[config.mk]
export PLATFORM = sky130hd
export DESIGN_NAME = motor_feedback_tracker
export DESIGN_NICKNAME = d
export VERILOG_FILES = /design/src/rtl/mft_pkg.sv /design/src/rtl/mft_unwrap.sv /design/src/rtl/mft_smoother.sv /design/src/rtl/mft_alarm.sv /design/src/rtl/motor_feedback_tracker.sv
export SDC_FILE = /design/constraint.sdc
export NUM_CORES = 2
export LEC_CHECK = 0
export ABC_AREA = 1
export BUFFER_PORTS_ARGS = -buffer_cell sky130_fd_sc_hd__buf_2
export CAP_MARGIN = 5
export CORE_UTILIZATION = 50
export DETAILED_ROUTE_END_ITERATION = 10
export PLACE_DENSITY_LB_ADDON = 0.05
export REMOVE_ABC_BUFFERS = 1
export SKIP_LAST_GASP = 1
export SYNTH_ARGS = -nofsm -noshare
export SYNTH_HDL_FRONTEND = slang
export SYNTH_SLANG_ARGS = --single-unit
[constraint.sdc]
create_clock -name aclk -period 9.48 [get_ports aclk]
set_input_delay 0.474 -clock aclk [delete_from_list [all_inputs] [get_ports aclk]]
set_output_delay 0.474 -clock aclk [all_outputs]
set_load 0.02 [all_outputs]
[src/rtl/mft_pkg.sv]
`timescale 1ns / 1ps
`default_nettype none

package mft_pkg;

    // field widths
    localparam int ANGLE_W    = 13;
    localparam int SAMPLE_W   = 16;
    localparam int TEMP_W     = 8;
    localparam int WORD_W     = 32;
    localparam int WEIGHT_W   = 17;
    localparam int RUN_W      = 12;
    localparam int DELTA_W    = ANGLE_W + 1;

    // configuration port
    localparam int CFG_ADDR_W = 3;
    localparam int CFG_DATA_W = 17;

    localparam logic [CFG_ADDR_W-1:0] REG_ANGLE_OFFSET      = 3'd0;
    localparam logic [CFG_ADDR_W-1:0] REG_SPEED_SMOOTHING   = 3'd1;
    localparam logic [CFG_ADDR_W-1:0] REG_CURRENT_SMOOTHING = 3'd2;
    localparam logic [CFG_ADDR_W-1:0] REG_TEMPERATURE_LIMIT = 3'd3;
    localparam logic [CFG_ADDR_W-1:0] REG_STALL_CURRENT     = 3'd4;
    localparam logic [CFG_ADDR_W-1:0] REG_STALL_FRAMES      = 3'd5;

    // reset values of the registers
    localparam logic [ANGLE_W-1:0]  RST_ANGLE_OFFSET = 13'd0;
    localparam logic [WEIGHT_W-1:0] Q16_ONE          = 17'd65536;
    localparam logic [TEMP_W-1:0]   RST_TEMP_LIMIT   = 8'd80;
    localparam logic [SAMPLE_W-1:0] RST_STALL_CUR    = 16'd20000;
    localparam logic [RUN_W-1:0]    RST_STALL_FRAMES = 12'd2000;

    // unwrap constants
    localparam logic signed [DELTA_W-1:0] HALF_TURN     = 14'sd4096;
    localparam logic signed [DELTA_W-1:0] NEG_HALF_TURN = -14'sd4096;
    localparam logic signed [DELTA_W-1:0] FULL_TURN     = -14'sd8192;

    localparam logic [RUN_W-1:0] RUN_MAX = {RUN_W{1'b1}};

    // stream widths
    localparam int S_TDATA_W = 72;
    localparam int M_TDATA_W = 152;

    typedef struct packed {
        logic [ANGLE_W-1:0]         raw_angle;
        logic signed [SAMPLE_W-1:0] raw_speed;
        logic signed [SAMPLE_W-1:0] raw_current;
        logic [TEMP_W-1:0]          temperature;
        logic signed [SAMPLE_W-1:0] drive_current;
    } in_item_t;

    typedef struct packed {
        logic [ANGLE_W-1:0]       angle;
        logic signed [WORD_W-1:0] turns;
        logic signed [WORD_W-1:0] total_position;
        logic signed [WORD_W-1:0] speed_smoothed;
        logic signed [WORD_W-1:0] current_smoothed;
        logic [TEMP_W-1:0]        temperature_out;
        logic                     overheat;
        logic                     stalled;
    } result_t;

endpackage

`default_nettype wire

[src/rtl/mft_unwrap.sv]
`timescale 1ns / 1ps
`default_nettype none

module mft_unwrap (
    input  wire logic                                 aclk,
    input  wire logic                                 aresetn,
    input  wire logic                                 step,
    input  wire logic [mft_pkg::ANGLE_W-1:0]          raw_angle,
    input  wire logic [mft_pkg::ANGLE_W-1:0]          angle_offset,
    output logic [mft_pkg::ANGLE_W-1:0]               angle,
    output logic signed [mft_pkg::WORD_W-1:0]         turns_next,
    output logic signed [mft_pkg::WORD_W-1:0]         position_next
);

    logic [mft_pkg::ANGLE_W-1:0]          prev_angle_reg;
    logic signed [mft_pkg::WORD_W-1:0]    turn_count_reg;
    logic signed [mft_pkg::WORD_W-1:0]    position_reg;
    logic signed [mft_pkg::DELTA_W-1:0]   delta;
    logic signed [mft_pkg::DELTA_W-1:0]   delta_adj;

    // offset removal wraps naturally at 13 bits
    assign angle = raw_angle - angle_offset;

    // turn detection at half a turn
    always_comb begin
        delta      = $signed({1'b0, angle}) - $signed({1'b0, prev_angle_reg});
        turns_next = turn_count_reg;
        delta_adj  = delta;
        if (delta > mft_pkg::HALF_TURN) begin
            turns_next = turn_count_reg - 32'sd1;
            delta_adj  = delta + mft_pkg::FULL_TURN;
        end else if (delta < mft_pkg::NEG_HALF_TURN) begin
            turns_next = turn_count_reg + 32'sd1;
            delta_adj  = delta - mft_pkg::FULL_TURN;
        end
        position_next = position_reg
            + {{(mft_pkg::WORD_W-mft_pkg::DELTA_W){delta_adj[mft_pkg::DELTA_W-1]}}, delta_adj};
    end

    // tracking state
    always_ff @(posedge aclk) begin
        if (!aresetn) begin
            prev_angle_reg <= '0;
            turn_count_reg <= '0;
            position_reg   <= '0;
        end else if (step) begin
            prev_angle_reg <= angle;
            turn_count_reg <= turns_next;
            position_reg   <= position_next;
        end
    end

endmodule

`default_nettype wire

[src/rtl/mft_smoother.sv]
`timescale 1ns / 1ps
`default_nettype none

module mft_smoother (
    input  wire logic                                 aclk,
    input  wire logic                                 aresetn,
    input  wire logic                                 step,
    input  wire logic signed [mft_pkg::SAMPLE_W-1:0]  sample,
    input  wire logic [mft_pkg::WEIGHT_W-1:0]         weight,
    output logic signed [mft_pkg::WORD_W-1:0]         filter_next
);

    localparam int DIFF_W = mft_pkg::WORD_W + 1;
    localparam int PROD_W = DIFF_W + mft_pkg::WEIGHT_W + 1;

    logic signed [mft_pkg::WORD_W-1:0]      filter_reg;
    logic [mft_pkg::WEIGHT_W-1:0]           w_sat;
    logic signed [DIFF_W-1:0]               diff;
    logic signed [PROD_W-1:0]               prod;

    // f + floor(w * ((x << 16) - f) / 65536)
    always_comb begin
        w_sat = (weight > mft_pkg::Q16_ONE) ? mft_pkg::Q16_ONE : weight;
        diff  = $signed({sample[mft_pkg::SAMPLE_W-1], sample, 16'd0})
              - $signed({filter_reg[mft_pkg::WORD_W-1], filter_reg});
        prod  = diff * $signed({1'b0, w_sat});
        filter_next = filter_reg + prod[mft_pkg::WORD_W+15:16];
    end

    // filter state
    always_ff @(posedge aclk) begin
        if (!aresetn) begin
            filter_reg <= '0;
        end else if (step) begin
            filter_reg <= filter_next;
        end
    end

endmodule

`default_nettype wire

[src/rtl/mft_alarm.sv]
`timescale 1ns / 1ps
`default_nettype none

module mft_alarm (
    input  wire logic                                 aclk,
    input  wire logic                                 aresetn,
    input  wire logic                                 step,
    input  wire logic [mft_pkg::TEMP_W-1:0]           temperature,
    input  wire logic signed [mft_pkg::SAMPLE_W-1:0]  drive_current,
    input  wire logic [mft_pkg::TEMP_W-1:0]           temperature_limit,
    input  wire logic [mft_pkg::SAMPLE_W-1:0]         stall_current_limit,
    input  wire logic [mft_pkg::RUN_W-1:0]            stall_frame_limit,
    output logic                                      overheat,
    output logic                                      stalled
);

    logic [mft_pkg::RUN_W-1:0]    run_reg;
    logic [mft_pkg::RUN_W-1:0]    run_next;
    logic [mft_pkg::SAMPLE_W-1:0] magnitude;

    // most negative value maps to 32768 in unsigned form
    always_comb begin
        magnitude = drive_current[mft_pkg::SAMPLE_W-1] ? (~drive_current + 16'd1)
                                                       : drive_current;
        if (magnitude >= stall_current_limit) begin
            run_next = (run_reg == mft_pkg::RUN_MAX) ? run_reg : run_reg + 12'd1;
        end else begin
            run_next = '0;
        end
        stalled  = run_next > stall_frame_limit;
        overheat = temperature >= temperature_limit;
    end

    // high-current run counter
    always_ff @(posedge aclk) begin
        if (!aresetn) begin
            run_reg <= '0;
        end else if (step) begin
            run_reg <= run_next;
        end
    end

endmodule

`default_nettype wire

[src/rtl/motor_feedback_tracker.sv]
// motor_feedback_tracker
// Per-frame motor feedback processing with multi-turn encoder unwrap.
// Input channel s_*: one feedback frame per transfer (angle, speed, current,
// temperature, commanded drive current). Result channel m_*: one result per
// frame with corrected angle, turn count, total position, smoothed speed and
// current in Q16.16, temperature and the overheat and stall flags.
// Configuration: cfg_we/cfg_addr/cfg_wdata write one register per cycle;
// write only while no frame is in flight.
// Path: a frame accepted into the input register moves to the result register
// when the result slot is free or draining, and m_tvalid follows the result
// register (input register, then result register). Throughput: one frame per
// cycle while results are taken; the turn, filter and run state step per frame.
// Reset (aresetn low, synchronous): tracking state cleared to zero, registers
// back to defaults, both channels empty.
// Stall: while m_tvalid is high and m_tready low the result holds; the input
// register still takes one more frame, then s_tready drops until the result
// is taken.
`timescale 1ns / 1ps
`default_nettype none

module motor_feedback_tracker (
    input  wire logic                               aclk,
    input  wire logic                               aresetn,
    // configuration
    input  wire logic                               cfg_we,
    input  wire logic [mft_pkg::CFG_ADDR_W-1:0]     cfg_addr,
    input  wire logic [mft_pkg::CFG_DATA_W-1:0]     cfg_wdata,
    // frame input
    input  wire logic                               s_tvalid,
    output logic                                    s_tready,
    // raw_angle[12:0], raw_speed[28:13], raw_current[44:29],
    // temperature[52:45], drive_current[68:53], zero fill
    input  wire logic [mft_pkg::S_TDATA_W-1:0]      s_tdata,
    // result output
    output logic                                    m_tvalid,
    input  wire logic                               m_tready,
    // angle[12:0], turns[44:13], total_position[76:45], speed_smoothed[108:77],
    // current_smoothed[140:109], temperature_out[148:141], overheat[149],
    // stalled[150], zero fill
    output logic [mft_pkg::M_TDATA_W-1:0]           m_tdata
);

    logic [mft_pkg::ANGLE_W-1:0]    angle_offset_reg;
    logic [mft_pkg::WEIGHT_W-1:0]   speed_weight_reg;
    logic [mft_pkg::WEIGHT_W-1:0]   current_weight_reg;
    logic [mft_pkg::TEMP_W-1:0]     temp_limit_reg;
    logic [mft_pkg::SAMPLE_W-1:0]   stall_cur_reg;
    logic [mft_pkg::RUN_W-1:0]      stall_frames_reg;

    logic                           in_valid_reg;
    mft_pkg::in_item_t              in_item_reg;
    logic                           out_valid_reg;
    mft_pkg::result_t               result_reg;
    mft_pkg::result_t               result_next;
    logic                           advance;

    // configuration registers
    always_ff @(posedge aclk) begin
        if (!aresetn) begin
            angle_offset_reg   <= mft_pkg::RST_ANGLE_OFFSET;
            speed_weight_reg   <= mft_pkg::Q16_ONE;
            current_weight_reg <= mft_pkg::Q16_ONE;
            temp_limit_reg     <= mft_pkg::RST_TEMP_LIMIT;
            stall_cur_reg      <= mft_pkg::RST_STALL_CUR;
            stall_frames_reg   <= mft_pkg::RST_STALL_FRAMES;
        end else if (cfg_we) begin
            case (cfg_addr)
                mft_pkg::REG_ANGLE_OFFSET:
                    angle_offset_reg <= cfg_wdata[mft_pkg::ANGLE_W-1:0];
                mft_pkg::REG_SPEED_SMOOTHING:
                    speed_weight_reg <= cfg_wdata[mft_pkg::WEIGHT_W-1:0];
                mft_pkg::REG_CURRENT_SMOOTHING:
                    current_weight_reg <= cfg_wdata[mft_pkg::WEIGHT_W-1:0];
                mft_pkg::REG_TEMPERATURE_LIMIT:
                    temp_limit_reg <= cfg_wdata[mft_pkg::TEMP_W-1:0];
                mft_pkg::REG_STALL_CURRENT:
                    stall_cur_reg <= cfg_wdata[mft_pkg::SAMPLE_W-1:0];
                mft_pkg::REG_STALL_FRAMES:
                    stall_frames_reg <= cfg_wdata[mft_pkg::RUN_W-1:0];
                default: ;
            endcase
        end
    end

    // handshake: the frame moves on when the result slot is free or draining
    assign advance  = in_valid_reg && (!out_valid_reg || m_tready);
    assign s_tready = !in_valid_reg || advance;
    assign m_tvalid = out_valid_reg;

    // input register
    always_ff @(posedge aclk) begin
        if (!aresetn) begin
            in_valid_reg <= 1'b0;
        end else if (s_tready) begin
            in_valid_reg <= s_tvalid;
        end
    end

    always_ff @(posedge aclk) begin
        if (s_tvalid && s_tready) begin
            in_item_reg.raw_angle     <= s_tdata[12:0];
            in_item_reg.raw_speed     <= s_tdata[28:13];
            in_item_reg.raw_current   <= s_tdata[44:29];
            in_item_reg.temperature   <= s_tdata[52:45];
            in_item_reg.drive_current <= s_tdata[68:53];
        end
    end

    // processing units
    mft_unwrap u_unwrap (
        .aclk          (aclk),
        .aresetn       (aresetn),
        .step          (advance),
        .raw_angle     (in_item_reg.raw_angle),
        .angle_offset  (angle_offset_reg),
        .angle         (result_next.angle),
        .turns_next    (result_next.turns),
        .position_next (result_next.total_position)
    );

    mft_smoother u_speed_filter (
        .aclk        (aclk),
        .aresetn     (aresetn),
        .step        (advance),
        .sample      (in_item_reg.raw_speed),
        .weight      (speed_weight_reg),
        .filter_next (result_next.speed_smoothed)
    );

    mft_smoother u_current_filter (
        .aclk        (aclk),
        .aresetn     (aresetn),
        .step        (advance),
        .sample      (in_item_reg.raw_current),
        .weight      (current_weight_reg),
        .filter_next (result_next.current_smoothed)
    );

    mft_alarm u_alarm (
        .aclk                (aclk),
        .aresetn             (aresetn),
        .step                (advance),
        .temperature         (in_item_reg.temperature),
        .drive_current       (in_item_reg.drive_current),
        .temperature_limit   (temp_limit_reg),
        .stall_current_limit (stall_cur_reg),
        .stall_frame_limit   (stall_frames_reg),
        .overheat            (result_next.overheat),
        .stalled             (result_next.stalled)
    );

    assign result_next.temperature_out = in_item_reg.temperature;

    // result register
    always_ff @(posedge aclk) begin
        if (!aresetn) begin
            out_valid_reg <= 1'b0;
        end else if (!out_valid_reg || m_tready) begin
            out_valid_reg <= in_valid_reg;
        end
    end

    always_ff @(posedge aclk) begin
        if (advance) begin
            result_reg <= result_next;
        end
    end

    assign m_tdata = {1'b0,
                      result_reg.stalled,
                      result_reg.overheat,
                      result_reg.temperature_out,
                      result_reg.current_smoothed,
                      result_reg.speed_smoothed,
                      result_reg.total_position,
                      result_reg.turns,
                      result_reg.angle};

endmodule

`default_nettype wire
==> run summary <==
DP Wirelength: 173100 µm
Net count reported at finish: 10820
First-pass GRT wire length: 328400 µm
DIE HEIGHT: 363.9 µm
# setup viols final: 0
Clk buf depth: 3
Die X-Extent: 363.9 µm
CORE AREA: 129600 µm²
Starting utilization of the core area: 0.5050
Area Growth Syn to Fin: 19.89%
Clock root buffer: sky130_fd_sc_hd__clkbuf_16
Crit path DAT: 9590 ps
Layout cell share with drive strength beyond 1: 0.1644
Actual transition at the worst max-transition pin: 1041 ps
Clock Skews: 34.67 ps
Worst Path Buf+Inv: 14
Per-cell routed wire length: 19.19 µm
Share of the cycle needed by the critical path after routing: 0.9676
Share of the yosys chip area belonging to registers: 0.1737
Final weighted congestion of routability-driven global placement: 0.9483
TritonCTS clock tree: done
Post-Synthesis Cell Area: 65470 µm²
Number of standard cells after synthesis: 8370
Total length of routed wires: 212400 µm
Maximum level of the CTS H-tree: 2
Area of the die: 132400 µm²
Setup TNS: 0 ps
Yosys warnings: 0
CP Class: reg -> reg
Site row count: 132
Category of the worst setup path capture point: register
Max-Slew Margin vs Limit: 0.3033
Max Clock Freq: 0.1090 GHz
Clock tree sinks: 458
Vias in the first global route: 57990
Residual overflow from global routing: 0
Combined global-route utilization of all metal layers: 0.3240
Final count of hold timing violations: 0
Pin count of the biggest net entering global routing: 117
CTS buffer count: 54
Final Max Slew Viols: 0
Unrepaired setup endpoints after global routing: yes
Seq. cell area: 11370 µm²
Post-route DRC violation count: 0
Number of iterations in the first detailed-routing pass: 6
Initial antenna violation count: 7
Post-CTS clock slew at the launch and capture registers of the worst setup and hold paths: 70 ps
Cell class contributing the biggest share of worst-path delay: adder cells
Total of max-cap violations: 0
Required time of the critical path: 9890 ps
I/O pin total: 251
Total via count in the routed design: 57870
Cell with the most instances after synthesis: sky130_fd_sc_hd__inv_1
Crit start category: register
Count of port buffers added during placement: 246
Share of async-settable or async-resettable flops after synthesis: 0
Syn avg cell area: 7.822 µm²
Largest incremental delay on the critical path: 530 ps
FILL cells: 11900
Clock latency at the later pin of the worst-skew pair: 690 ps
Primary FF master, synth: sky130_fd_sc_hd__dfxtp_1
Yosys top cell area share: 0.3159
Number of enable-type register cells in the synthesized netlist: 220
Highest net fanout along the worst path: 8
Status: complete, no violations
Top area cells in the synthesized netlist: sky130_fd_sc_hd__fa_1, sky130_fd_sc_hd__inv_1, sky130_fd_sc_hd__edfxtp_1, sky130_fd_sc_hd__ha_1, sky130_fd_sc_hd__nand2_1
Path type of the worst min-delay path: in -> reg
Post-layout utilization of the core: 0.6054
Critical Path Slowest Stage Cell: sky130_fd_sc_hd__fa_1
Unique cell type count in the Yosys netlist: 57
Via/cell ratio: 5.229
Dominant cell type by area after synthesis: sky130_fd_sc_hd__fa_1
Number of design-rule violations left by the first detailed-router iteration: 4194
Number of flip-flops in the largest register: 151
Flop and latch count out of synthesis: 458
Multi-input gate area: 47340 µm²
Top cells by count, synth: sky130_fd_sc_hd__inv_1, sky130_fd_sc_hd__nand2_1, sky130_fd_sc_hd__nor2_1, sky130_fd_sc_hd__fa_1, sky130_fd_sc_hd__a21oi_1
Detail Route Antenna Nets: 0
Final critical-path required period: 9173 ps
## tightest hold or removal path, delay by kind of cell
family | cells | cell delay (ps)
compound gates | 1 | 60
buf+inv | 1 | 120
simple gates | 1 | 60
## worst paths after layout
kind                                 from              endpoint  slack, ps  depth (start not counted)
max reg2reg  u_speed_filter.filter_reg[1]          m_tdata[103]        310                         45
min                         cfg_wdata[16]  speed_weight_reg[16]         80                          3
max          u_speed_filter.filter_reg[1]          m_tdata[103]        310                         45
min reg2reg               in_item_reg[21]          m_tdata[146]        460                          0
## cells in the final DEF (no fill, tap or decap), types with 43 or more instances in the layout
| master | Yosys | routed |
|---|---|---|
| sky130_fd_sc_hd__a21oi_1 | 463 | 415 |
| sky130_fd_sc_hd__a21oi_2 | 0 | 43 |
| sky130_fd_sc_hd__buf_2 | 16 | 245 |
| sky130_fd_sc_hd__buf_4 | 2 | 740 |
| sky130_fd_sc_hd__clkbuf_16 | 0 | 58 |
| sky130_fd_sc_hd__dfxtp_1 | 238 | 238 |
| sky130_fd_sc_hd__dlygate4sd3_1 | 0 | 69 |
| sky130_fd_sc_hd__edfxtp_1 | 220 | 220 |
| sky130_fd_sc_hd__fa_1 | 1033 | 1021 |
| sky130_fd_sc_hd__ha_1 | 416 | 377 |
| sky130_fd_sc_hd__inv_1 | 1987 | 1966 |
| sky130_fd_sc_hd__nand2_1 | 1383 | 1345 |
| sky130_fd_sc_hd__nand3_1 | 220 | 212 |
| sky130_fd_sc_hd__nand4_1 | 58 | 58 |
| sky130_fd_sc_hd__nor2_1 | 1036 | 968 |
| sky130_fd_sc_hd__nor2_2 | 14 | 74 |
| sky130_fd_sc_hd__nor3_1 | 72 | 59 |
| sky130_fd_sc_hd__o21ai_0 | 431 | 384 |
| sky130_fd_sc_hd__or2_2 | 63 | 62 |
| sky130_fd_sc_hd__xnor2_1 | 63 | 62 |
| sky130_fd_sc_hd__xor2_1 | 196 | 173 |
## final cells by class
type,instances,area share
Antenna cell,3,0.00009564
Clock buffer,83,0.02149
Clock inverter,18,0.002407
Inverter,2014,0.09681
Multi-Input combinational cell,5661,0.6031
Sequential cell,458,0.1449
Tap cell,1742,0.02777
Timing Repair Buffer,1088,0.1035
## per-stage QoR
stage | cells | setup slack, ps | hold slack (ps) | area, µm²
4_1_cts | 11050 | -32.18 | 38.84 | 76680
2_1_floorplan | 8133 | -736.4 | 426.4 | 64540
5_1_grt | 11060 | -139.7 | 66.41 | 78480
3_3_place_gp | 10870 | -131.5 | 438.4 | 74030
3_5_place_dp | 10870 | -192.7 | 443.4 | 74030
6_report | 11070 | 306.8 | 82.15 | 78490
## metal layers
layer / GRT usage / share of wire / up-vias
met5: 0 / 0.00012 / -
met4: 0.1009 / 0.036 / 4
met3: 0.06413 / 0.089 / 339
met2: 0.5052 / 0.44 / 2151
met1: 0.4533 / 0.44 / 28240
li1: - / - / 27140
## cells by family after synthesis
family          Yosys count  synth area share
other cells               1        0.00005728
xor+xnor                262           0.03539
buf+inv                2251            0.1297
compound gates         1057           0.08703
simple gates           2892            0.1787
flops                   458            0.1737
fa+ha+maj              1449            0.3954
## timing repair
item | in CTS | in global routing
resized for setup | 20 | 379
setup buffers | 1 | 19
hold buffers | 69 | 0
hold endpoints to repair | 69 | 0
pin swaps | 2 | 89
endpoints found under the setup margin | 26 | 76
Power is not shown: default switching activity piles up to over one toggle a cycle in this logic, so the estimate is an artifact.
